===== config.mk =====
export PLATFORM = sky130hd
export DESIGN_NAME = line_framer_with_line_queue_top
export DESIGN_NICKNAME = d
export VERILOG_FILES = /design/src/rtl/core/lfq_pkg.sv /design/src/rtl/core/lfq_ram.sv /design/src/rtl/core/lfq_obuf.sv /design/src/rtl/core/line_framer_with_line_queue_top.sv
export SDC_FILE = /design/constraint.sdc
export NUM_CORES = 1
export LEC_CHECK = 0
export BUFFER_PORTS_ARGS = -buffer_cell sky130_fd_sc_hd__buf_4
export CAP_MARGIN = 20
export CORE_MARGIN = 2
export CORE_UTILIZATION = 45
export DETAILED_ROUTE_END_ITERATION = 10
export GPL_TIMING_DRIVEN = 0
export PLACE_DENSITY = 0.65
export SLEW_MARGIN = 20
export SYNTH_ARGS = -nofsm -noshare
export SYNTH_HDL_FRONTEND = slang
export SYNTH_HIERARCHICAL = 1
export SYNTH_SLANG_ARGS = --single-unit

===== constraint.sdc =====
create_clock -name aclk -period 3.3 [get_ports aclk]
set_input_delay 0.66 -clock aclk [delete_from_list [all_inputs] [get_ports aclk]]
set_output_delay 0.66 -clock aclk [all_outputs]
set_load 0.05 [all_outputs]

===== src/rtl/core/lfq_pkg.sv =====
// Shared types and character constants for the line framer with line queue.
`default_nettype none

package lfq_pkg;

    typedef logic [7:0] byte_t;
    typedef logic [1:0] action_t;

    localparam action_t ACT_FEED  = 2'd0;
    localparam action_t ACT_POLL  = 2'd1;
    localparam action_t ACT_CLEAR = 2'd2;

    localparam byte_t CHR_CR    = 8'h0D;
    localparam byte_t CHR_LF    = 8'h0A;
    localparam byte_t CHR_AT    = 8'h40;
    localparam byte_t CHR_D     = 8'h44;
    localparam byte_t CHR_COMMA = 8'h2C;

    // Number of framing bytes ahead of the line text.
    localparam int PREFIX_LEN = 3;

endpackage

`default_nettype wire


===== src/rtl/core/lfq_ram.sv =====
// Generic simple dual-port RAM with registered read data.
`default_nettype none

module lfq_ram #(
    parameter int WIDTH = 8,
    parameter int DEPTH = 32,
    parameter int AW    = (DEPTH > 1) ? $clog2(DEPTH) : 1
) (
    input  wire logic             clk,
    input  wire logic             we,
    input  wire logic [AW-1:0]    waddr,
    input  wire logic [WIDTH-1:0] wdata,
    input  wire logic [AW-1:0]    raddr,
    output logic      [WIDTH-1:0] rdata
);

    logic [WIDTH-1:0] mem [DEPTH];

    always_ff @(posedge clk) begin
        if (we) begin
            mem[waddr] <= wdata;
        end
        rdata <= mem[raddr];
    end

endmodule

`default_nettype wire


===== src/rtl/core/lfq_obuf.sv =====
// Output register stage for the emitted byte stream.
`default_nettype none

module lfq_obuf (
    input  wire logic           aclk,
    input  wire logic           aresetn,
    input  wire logic           in_valid,
    output logic                in_ready,
    input  wire lfq_pkg::byte_t in_byte,
    input  wire logic           in_last,
    output logic                m_valid,
    input  wire logic           m_ready,
    output lfq_pkg::byte_t      m_out_byte,
    output logic                m_last_byte
);

    import lfq_pkg::*;

    logic  valid_reg;
    byte_t byte_reg;
    logic  last_reg;

    // Take a new transaction whenever the held one leaves or none is held.
    assign in_ready = !valid_reg || m_ready;

    always_ff @(posedge aclk) begin
        if (!aresetn) begin
            valid_reg <= 1'b0;
        end else if (in_ready) begin
            valid_reg <= in_valid;
        end
    end

    always_ff @(posedge aclk) begin
        if (in_ready && in_valid) begin
            byte_reg <= in_byte;
            last_reg <= in_last;
        end
    end

    assign m_valid     = valid_reg;
    assign m_out_byte  = byte_reg;
    assign m_last_byte = last_reg;

endmodule

`default_nettype wire


===== src/rtl/core/line_framer_with_line_queue_top.sv =====
// Top level: line assembly, line queue in RAM and framed line emission.
//
//  port group   | dir | transaction
//  -------------+-----+---------------------------------------------------
//  s_*          | in  | one command: feed byte, poll one line, clear all
//  m_*          | out | one byte of "@D," + line + CR LF, last on the LF
//
//  Feed of an ordinary byte, CR, clear and an empty poll leave s_ready high.
//  An LF that queues a line copies it from the assembly RAM into the queue
//  RAM at one byte per cycle, with s_ready low until the copy is done.
//  A poll emits 5 framing bytes at one per cycle while m_ready allows, and
//  each line byte waits for its RAM read before it is passed on.
//  Back pressure on m_ready stalls emission; s_ready stays low until done.
//  Reset is synchronous on aresetn; the RAMs need no clearing pass.
`default_nettype none

module line_framer_with_line_queue_top #(
    parameter int LINE_BYTES  = 32,
    parameter int QUEUE_LINES = 4
) (
    input  wire logic              aclk,
    input  wire logic              aresetn,
    input  wire logic              s_valid,
    output logic                   s_ready,
    input  wire lfq_pkg::action_t  s_action,
    input  wire lfq_pkg::byte_t    s_data_byte,
    output logic                   m_valid,
    input  wire logic              m_ready,
    output lfq_pkg::byte_t         m_out_byte,
    output logic                   m_last_byte
);

    import lfq_pkg::*;

    localparam int FILL_W = $clog2(LINE_BYTES);
    localparam int SLOT_W = (QUEUE_LINES > 1) ? $clog2(QUEUE_LINES) : 1;
    localparam int CNT_W  = $clog2(QUEUE_LINES + 1);
    localparam int QDEPTH = QUEUE_LINES * LINE_BYTES;
    localparam int QA_W   = $clog2(QDEPTH);
    localparam int POS_W  = $clog2(LINE_BYTES + PREFIX_LEN + 2);

    typedef enum logic [1:0] {
        ST_IDLE,
        ST_COPY,
        ST_EMIT
    } state_t;

    state_t             state_reg, state_next;
    logic [FILL_W-1:0]  fill_reg, fill_next;
    logic [SLOT_W-1:0]  wslot_reg, wslot_next;
    logic [SLOT_W-1:0]  rslot_reg, rslot_next;
    logic [CNT_W-1:0]   count_reg, count_next;
    logic [FILL_W-1:0]  cidx_reg, cidx_next;
    logic               cwr_en_reg, cwr_en_next;
    logic [FILL_W-1:0]  cwr_idx_reg, cwr_idx_next;
    logic [POS_W-1:0]   pos_reg, pos_next;
    logic               rdv_reg, rdv_next;

    logic [FILL_W-1:0]  len_reg [QUEUE_LINES];
    logic               len_we;

    logic               accept;
    logic               is_cr, is_lf;
    logic               asm_we;
    byte_t              asm_rdata;
    logic [QA_W-1:0]    q_waddr, q_raddr;
    byte_t              q_rdata;

    logic [FILL_W-1:0]  emit_len;
    logic [POS_W-1:0]   len_end;
    logic [POS_W-1:0]   data_off;
    logic               data_pos;
    logic               push_valid, push_ready, push, push_last;
    byte_t              push_byte;

    assign s_ready = (state_reg == ST_IDLE);
    assign accept  = s_valid && s_ready;
    assign is_cr   = (s_data_byte == CHR_CR);
    assign is_lf   = (s_data_byte == CHR_LF);

    // Append the byte at the fill position while the line has room.
    assign asm_we = accept && (s_action == ACT_FEED) && !is_cr && !is_lf
                    && (fill_reg < FILL_W'(LINE_BYTES - 1));

    lfq_ram #(
        .WIDTH (8),
        .DEPTH (LINE_BYTES)
    ) u_asm_ram (
        .clk   (aclk),
        .we    (asm_we),
        .waddr (fill_reg),
        .wdata (s_data_byte),
        .raddr (cidx_reg),
        .rdata (asm_rdata)
    );

    // Queue slots are laid out back to back, LINE_BYTES apart.
    assign q_waddr = QA_W'(wslot_reg) * QA_W'(LINE_BYTES) + QA_W'(cwr_idx_reg);
    assign data_off = pos_reg - POS_W'(PREFIX_LEN);
    assign q_raddr = QA_W'(rslot_reg) * QA_W'(LINE_BYTES) + QA_W'(data_off[FILL_W-1:0]);

    lfq_ram #(
        .WIDTH (8),
        .DEPTH (QDEPTH)
    ) u_queue_ram (
        .clk   (aclk),
        .we    (cwr_en_reg),
        .waddr (q_waddr),
        .wdata (asm_rdata),
        .raddr (q_raddr),
        .rdata (q_rdata)
    );

    // Emission byte selection: prefix, line text from RAM, CR, then LF.
    assign emit_len = len_reg[rslot_reg];
    assign len_end  = POS_W'(emit_len) + POS_W'(PREFIX_LEN);
    assign data_pos = (pos_reg >= POS_W'(PREFIX_LEN)) && (pos_reg < len_end);

    always_comb begin
        push_last = 1'b0;
        if (pos_reg == POS_W'(0)) begin
            push_byte = CHR_AT;
        end else if (pos_reg == POS_W'(1)) begin
            push_byte = CHR_D;
        end else if (pos_reg == POS_W'(2)) begin
            push_byte = CHR_COMMA;
        end else if (data_pos) begin
            push_byte = q_rdata;
        end else if (pos_reg == len_end) begin
            push_byte = CHR_CR;
        end else begin
            push_byte = CHR_LF;
            push_last = 1'b1;
        end
    end

    // Line bytes wait for the RAM read after the position moves.
    assign push_valid = (state_reg == ST_EMIT) && (!data_pos || rdv_reg);
    assign push       = push_valid && push_ready;

    lfq_obuf u_obuf (
        .aclk        (aclk),
        .aresetn     (aresetn),
        .in_valid    (push_valid),
        .in_ready    (push_ready),
        .in_byte     (push_byte),
        .in_last     (push_last),
        .m_valid     (m_valid),
        .m_ready     (m_ready),
        .m_out_byte  (m_out_byte),
        .m_last_byte (m_last_byte)
    );

    always_comb begin
        state_next   = state_reg;
        fill_next    = fill_reg;
        wslot_next   = wslot_reg;
        rslot_next   = rslot_reg;
        count_next   = count_reg;
        cidx_next    = cidx_reg;
        cwr_en_next  = 1'b0;
        cwr_idx_next = cwr_idx_reg;
        pos_next     = pos_reg;
        rdv_next     = 1'b0;
        len_we       = 1'b0;

        case (state_reg)
            ST_IDLE: begin
                if (accept) begin
                    case (s_action)
                        ACT_FEED: begin
                            if (is_lf) begin
                                if ((fill_reg != '0)
                                    && (count_reg < CNT_W'(QUEUE_LINES))) begin
                                    // Start the copy into the queue.
                                    state_next = ST_COPY;
                                    cidx_next  = '0;
                                end else begin
                                    fill_next = '0;
                                end
                            end else if (!is_cr) begin
                                if (fill_reg < FILL_W'(LINE_BYTES - 1)) begin
                                    fill_next = fill_reg + 1'b1;
                                end else begin
                                    fill_next = '0;
                                end
                            end
                        end
                        ACT_POLL: begin
                            if (count_reg != '0) begin
                                state_next = ST_EMIT;
                                pos_next   = '0;
                            end
                        end
                        ACT_CLEAR: begin
                            fill_next  = '0;
                            wslot_next = '0;
                            rslot_next = '0;
                            count_next = '0;
                        end
                        default: begin
                        end
                    endcase
                end
            end
            ST_COPY: begin
                // Read one byte per cycle; write it to the queue in the following cycle.
                if (cidx_reg < fill_reg) begin
                    cwr_en_next  = 1'b1;
                    cwr_idx_next = cidx_reg;
                    cidx_next    = cidx_reg + 1'b1;
                end else begin
                    len_we     = 1'b1;
                    wslot_next = (wslot_reg == SLOT_W'(QUEUE_LINES - 1))
                                 ? '0 : wslot_reg + 1'b1;
                    count_next = count_reg + 1'b1;
                    fill_next  = '0;
                    state_next = ST_IDLE;
                end
            end
            ST_EMIT: begin
                rdv_next = !push;
                if (push) begin
                    if (push_last) begin
                        rslot_next = (rslot_reg == SLOT_W'(QUEUE_LINES - 1))
                                     ? '0 : rslot_reg + 1'b1;
                        count_next = count_reg - 1'b1;
                        state_next = ST_IDLE;
                    end else begin
                        pos_next = pos_reg + 1'b1;
                    end
                end
            end
            default: begin
                state_next = ST_IDLE;
            end
        endcase
    end

    always_ff @(posedge aclk) begin
        if (!aresetn) begin
            state_reg  <= ST_IDLE;
            fill_reg   <= '0;
            wslot_reg  <= '0;
            rslot_reg  <= '0;
            count_reg  <= '0;
            cwr_en_reg <= 1'b0;
            rdv_reg    <= 1'b0;
        end else begin
            state_reg  <= state_next;
            fill_reg   <= fill_next;
            wslot_reg  <= wslot_next;
            rslot_reg  <= rslot_next;
            count_reg  <= count_next;
            cwr_en_reg <= cwr_en_next;
            rdv_reg    <= rdv_next;
        end
    end

    always_ff @(posedge aclk) begin
        cidx_reg    <= cidx_next;
        cwr_idx_reg <= cwr_idx_next;
        pos_reg     <= pos_next;
        if (len_we) begin
            len_reg[wslot_reg] <= fill_reg;
        end
    end

`ifndef ASSERT_OFF
    a_count_bound : assert property (@(posedge aclk) disable iff (!aresetn)
        count_reg <= CNT_W'(QUEUE_LINES))
        else $error("queued line count above capacity");

    a_empty_slots : assert property (@(posedge aclk) disable iff (!aresetn)
        (count_reg == '0) |-> (wslot_reg == rslot_reg))
        else $error("empty queue with unequal slot pointers");

    a_emit_nonempty : assert property (@(posedge aclk) disable iff (!aresetn)
        (state_reg == ST_EMIT) |-> (count_reg != '0))
        else $error("emission running on an empty queue");

    a_last_is_lf : assert property (@(posedge aclk) disable iff (!aresetn)
        (m_valid && m_last_byte) |-> (m_out_byte == CHR_LF))
        else $error("last flag on a byte other than LF");

    a_copy_nonempty : assert property (@(posedge aclk) disable iff (!aresetn)
        (state_reg == ST_COPY) |-> (fill_reg != '0))
        else $error("copy of an empty line");
`endif

endmodule

`default_nettype wire


# After elaboration in Yosys (flattened, before gate mapping)

Memories as Yosys holds them, arrays and structs flattened. A register that Yosys moved wholly into a read port is not among the register bits.
Cells that the tools add are included.

Flip-flop bits (word level): 42
RAM bits: 1300
Bits of input ports: 14
Memories kept: 3

Add/subtract/negate cells: 11
$lt $le $gt $ge: 5
Equality and inequality tests: 30
Muxes and demuxes: 64
Reduce and logical (&&, ||, !) cells: 36

Memories:

| name            | depth | width | read ports | clocked after Yosys merged registers in | wr ports | line                                  | source |
|---|---|---|---|---|---|---|---|
| u_queue_ram.mem | 128   | 8     | 1          | 1                                       | 1        | lfq_ram.sv:17                         | `logic [WIDTH-1:0] mem [DEPTH];` |
| u_asm_ram.mem   | 32    | 8     | 1          | 1                                       | 1        | lfq_ram.sv:17                         |  |
| len_reg         | 4     | 5     | 1          | 1                                       | 1        | line_framer_with_line_queue_top.sv:59 | `logic [FILL_W-1:0] len_reg [QUEUE_LINES];` |

Operator list:

| kind                  | number |
|---|---|
| $mux W5               | 11 |
| $mux W2               | 16 |
| $mux W6               | 5 |
| $pmux W5 S2           | 3 |
| $reduce_and A6 Y1     | 4 |
| $mux W3               | 7 |
| $eq A8 B4 Y1 const B  | 2 |
| $ne A2 B1 Y1 const B  | 8 |
| $add A7 B5 Y7         | 2 |
| $mux W1               | 14 |
| $pmux W2 S2           | 3 |
| $pmux W6 S2           | 1 |
| $add A5 B1 Y5 const B | 2 |
| $logic_and A1 B1 Y1   | 9 |
| $pmux W3 S3           | 1 |
| $eq A2 B2 Y1 const B  | 4 |
| $mux W8               | 1 |
| $ne A2 B2 Y1 const B  | 4 |
| $ne A4 B4 Y1 const B  | 2 |
| $reduce_and A8 Y1     | 1 |
| $mux W7               | 1 |
| $add A5 B2 Y6 const B | 1 |
| $add A6 B1 Y6 const B | 1 |
| $eq A6 B1 Y1 const B  | 1 |
| 28 further kinds      | 42 |

# Depth between registers and ports, before layout

Depth in word-level cells: 12
Depth in mapped cells: 13
Depth with buffers taken out: 12

# Hierarchy

Netlist, hierarchy kept.

Modules (own cells, without submodules):

| module                          | instances | cells an instance | area an instance (sq um) |
|---|---|---|---|
| lfq_ram at u_queue_ram          | 1         | 1635              | 39665.5 |
| lfq_ram at u_asm_ram            | 1         | 417               | 10053.4 |
| line_framer_with_line_queue_top | 1         | 288               | 3168.0 |
| lfq_obuf                        | 1         | 14                | 327.8 |

# Least setup slack after synthesis

No wires, ideal clock.

Path kind: register to register
Start: reg with a tool-made name
End: reg pos_reg[0], enable pin
Arrival time: 3.190 ns
Slack: -0.252 ns
Stages on the path, launching flop included: 11
Path buffers: 1
Period minus slack after synthesis: 3.552 ns
Cell sequence: dfxtp_1 -> clkbuf_1 -> mux4_2 -> o21ai_0 -> nand3b_1 -> ha_1 -> a221oi_2 -> o221a_2 -> nor3_1 -> or3_1 -> a21boi_1

RTL lines:

| what                 | line                                   | source |
|---|---|---|
| to (signal assigned) | line_framer_with_line_queue_top.sv:263 | `pos_reg <= pos_next;` |
| to (decl)            | line_framer_with_line_queue_top.sv:56  | `logic [POS_W-1:0] pos_reg, pos_next;` |

# Final worst setup path

Start: reg pos_reg[0]
End: reg u_queue_ram.rdata[3] (read register of u_queue_ram.mem)

Word-level cells in the longest chain between the ends: 2

RTL lines:

| what                  | line                                   | source |
|---|---|---|
| $sub A5 B2 Y5         | line_framer_with_line_queue_top.sv:99  | `assign data_off = pos_reg - POS_W'(PREFIX_LEN);` |
| named net data_off[2] | line_framer_with_line_queue_top.sv:71  | `logic [POS_W-1:0] data_off;` |
| $add A7 B5 Y7         | line_framer_with_line_queue_top.sv:100 | `assign q_raddr = QA_W'(rslot_reg) * QA_W'(LINE_BYTES) + QA_W'(data_off[FILL_W-1:0]);` |
| to (decl)             | lfq_ram.sv:14                          | `output logic [WIDTH-1:0] rdata` |

The timed path passes the listed nets, and every way through them passes these cells.
A chain may end at the register's enable or synchronous reset.

==> metrics <==
met2 routed WL 62900 um; Synthesized Nets 2396; pin count of the biggest net entering global routing 73; mean post-synth cell area 22.6 sq um; hold path start aresetn; Max-Cap Viols 1; vias in the first global route 25802; Hold Vio Cnt, Final 0; Arrival @ worst endpoint 4.04 ns; hold path depth 2; Syn Inst Count 2354; Sink Count 1360; Setup CP Type flip-flop to flip-flop; M1 WL 48300 um; global placement routability congestion 0.864; register area 40500 sq um; FF+latch count, synth 1360; Comb power frac 0.025; worst-skew pair later-pin latency 0.75 ns; WHS Endpoint rdv_reg; DRT antenna net count 0; worst slack, placed -1.99 ns; Worst R2R End u_queue_ram/rdata[3]; worst-path maximum fanout 8; setup ws final -0.120 ns; CTS tree done; root buffer cell clkbuf_16; commonest non-fill, non-tap cells in the layout edfxtp_1, mux4_2, clkbuf_16; yosys warns 6; Filler cells 8917; Antenna diodes 0; worst-margin pin slew 1.51 ns; global-route wire length before repair 181000 um; max frequency 292 MHz; CP max stage delay 0.57 ns; Internal 0.0280 W; Core Region 118000 sq um; Clock Path Buffers 3; Cell variety after synth 65; synthesized area 53200 sq um; Slew HR -0.00951; Initial Util 0.452; CP most frequent cell mux4_2; Setup crit end kind flip-flop; via count 25523; I/O pins 25; uppermost layer routed met4; Critical Path RT 3.92 ns; DRC violations left 0; sequential power share 0.541; CTS Buf Count 136; failing checks capacitance limit, slew limit, setup timing; multi-input logic area 12600 sq um; worst path buffer plus inverter count 3; final setup fails 22; worst-path cell chain ha_4 -> xnor2_4 -> buf_12 -> clkbuf_16 -> clkbuf_16 -> mux4_2 -> mux4_2 -> mux4_2 -> mux2_4; Sw Ratio 0.197; Die Y 348 um; Tot GR Track Use 0.208; clk slew on worst S/H paths 0.06 ns; number of synthesized flops with an enable pin 1325; x dimension of the die 348 um; fin crit period 3.42 ns; Seq/Total Area, Yosys 0.761; share of layout cells above drive strength 1 0.347; grt ovf 0; Detailed Routing Iterations Pass 1 6; initial antenna violation count 1; number of flip-flops in the largest register 1024; Row Count 126; Final Net Count 2606; asr flop ratio synth 0; Syn-to-layout area delta 15.7%; Post-Route WL 125000 um; final core utilization 0.524; Port Buffers 24; final worst-path cycle share 1.04; initial DRC count 3234; Leak 19.1 nW; Worst setup SP type flip-flop; Die ar. 121000 sq um; outcome complete, but fails checks; worst reg-to-reg path cell count 9; clk_skew 0.0239 ns; htree depth 4; Crit path max-delay family multiplexers; vias per cell 6.07; RSZ-0062 raised after global routing true; cell count along the critical path 9; Hold Path Class primary input to flip-flop; Pwr Density 567 nW/um^2; R2R Setup Slk -0.12 ns; Slowest-stage cell, CP mux4_2; Synth area leaders edfxtp_1, mux4_2, dfxtp_1; clock power share 0.433; Final Max Tran Viols 11; Synth area leader edfxtp_1; Synth top area share 0.748; commonest non-fill, non-tap cell in the layout edfxtp_1; DP HPWL 82200 um; Switching Power 0.00687 W; main flop type after synthesis edfxtp_1; launching point of the worst reg2reg path pos_reg[0]; WL/cell 29.7 um; VDD IR max 0.000479 V; met3 wire len 10400 um
metrics by stage:
step / setup TNS (ns) / instance area [sq um] / total power (W) / hold WS [ns] / cells
after global placement: -1267.15 / 55300 / 0.0200 / 0.486 / 3914
after global routing: -21.91 / 61600 / 0.0359 / 0.203 / 4207
after CTS: -2.75 / 61300 / 0.0352 / 0.181 / 4198
after detailed placement: -117.45 / 55700 / 0.0200 / 0.492 / 3931
after floorplan: 0 / 53200 / 0.0197 / 0.470 / 2354
final: -0.869 / 61600 / 0.0349 / 0.229 / 4207
power by group through the flow:
| stage | Sequential (W) | Clock (W) | Combinational (W) |
|---|---|---|---|
| after floorplan | 0.0193 | 0 | 0.000397 |
| after global placement | 0.0193 | 0 | 0.000670 |
| after CTS | 0.0189 | 0.0154 | 0.000876 |
| final | 0.0189 | 0.0151 | 0.000887 |
| after global routing | 0.0189 | 0.0161 | 0.000919 |
| after detailed placement | 0.0193 | 0 | 0.000778 |
worst max-delay path by stage:
stage,from,end,slack (ns)
finish,pos_reg[0],u_queue_ram/rdata[3],-0.12
global route,state_reg[0],u_asm_ram/mem[14][5],-0.23
CTS,cwr_idx_reg[1],u_queue_ram/mem[59][1],-0.11
floorplan,flip-flop,pos_reg[0],0.001
detailed placement,pos_reg[0],u_queue_ram/rdata[4],-1.99
global placement,pos_reg[0],u_queue_ram/rdata[4],-1.96
layer usage:
metal | vias to the layer above | track usage
met5 | - | 0
li1 | 10368 | -
met1 | 13810 | 0.283
met3 | 198 | 0.0391
met4 | 0 | 0.0631
met2 | 1147 | 0.345
layout make-up:
class	count	share of cell area
flip-flops and latches	1360	0.658
multi-input cells	858	0.204
clock buffers	181	0.0597
well taps	1536	0.0312
plain buffers	113	0.0204
repair buffers	74	0.0139
clock inverters	64	0.0112
inverters	21	0.00128
worst register-to-register path: stages (launching register included):
cell and delay [ns]:
edfxtp_1 0.48, ha_4 0.23, xnor2_4 0.17, buf_12 0.20, clkbuf_16 0.23, clkbuf_16 0.21
mux4_2 0.36, mux4_2 0.57, mux4_2 0.54, mux2_4 0.31
cells in the mapped netlist, drive strengths merged, types with 8 or more instances:
cell / instances
clkbuf: 57
buf: 58
nor2: 171
nor3: 17
xor2: 8
nand3: 28
nand2: 38
ha: 27
nor2b: 11
mux4: 421
edfxtp: 1325
dfxtp: 35
nand3b: 12
and2: 10
a21oi: 21
mux2: 16
inv: 20
logic make-up after synthesis:
family,Yosys count,synth area share
AOI/OAI and AO/OA,53,0.00781
xor gates and xnor gates,13,0.00214
adders and majority gates,28,0.00672
buffers and inverters,136,0.0115
DFF,1360,0.761
muxes,441,0.182
and+or+nand+nor,323,0.0287
repair_timing:
action | 4_1_cts | 5_1_grt
cloned | 4 | 1
hold buffers | 0 | 0
setup buffers | 19 | 8
endpoints found under the setup margin | 429 | 418
resized for setup | 277 | 81
pin swaps | 8 | 13
Power figures use the tool's default switching activity.
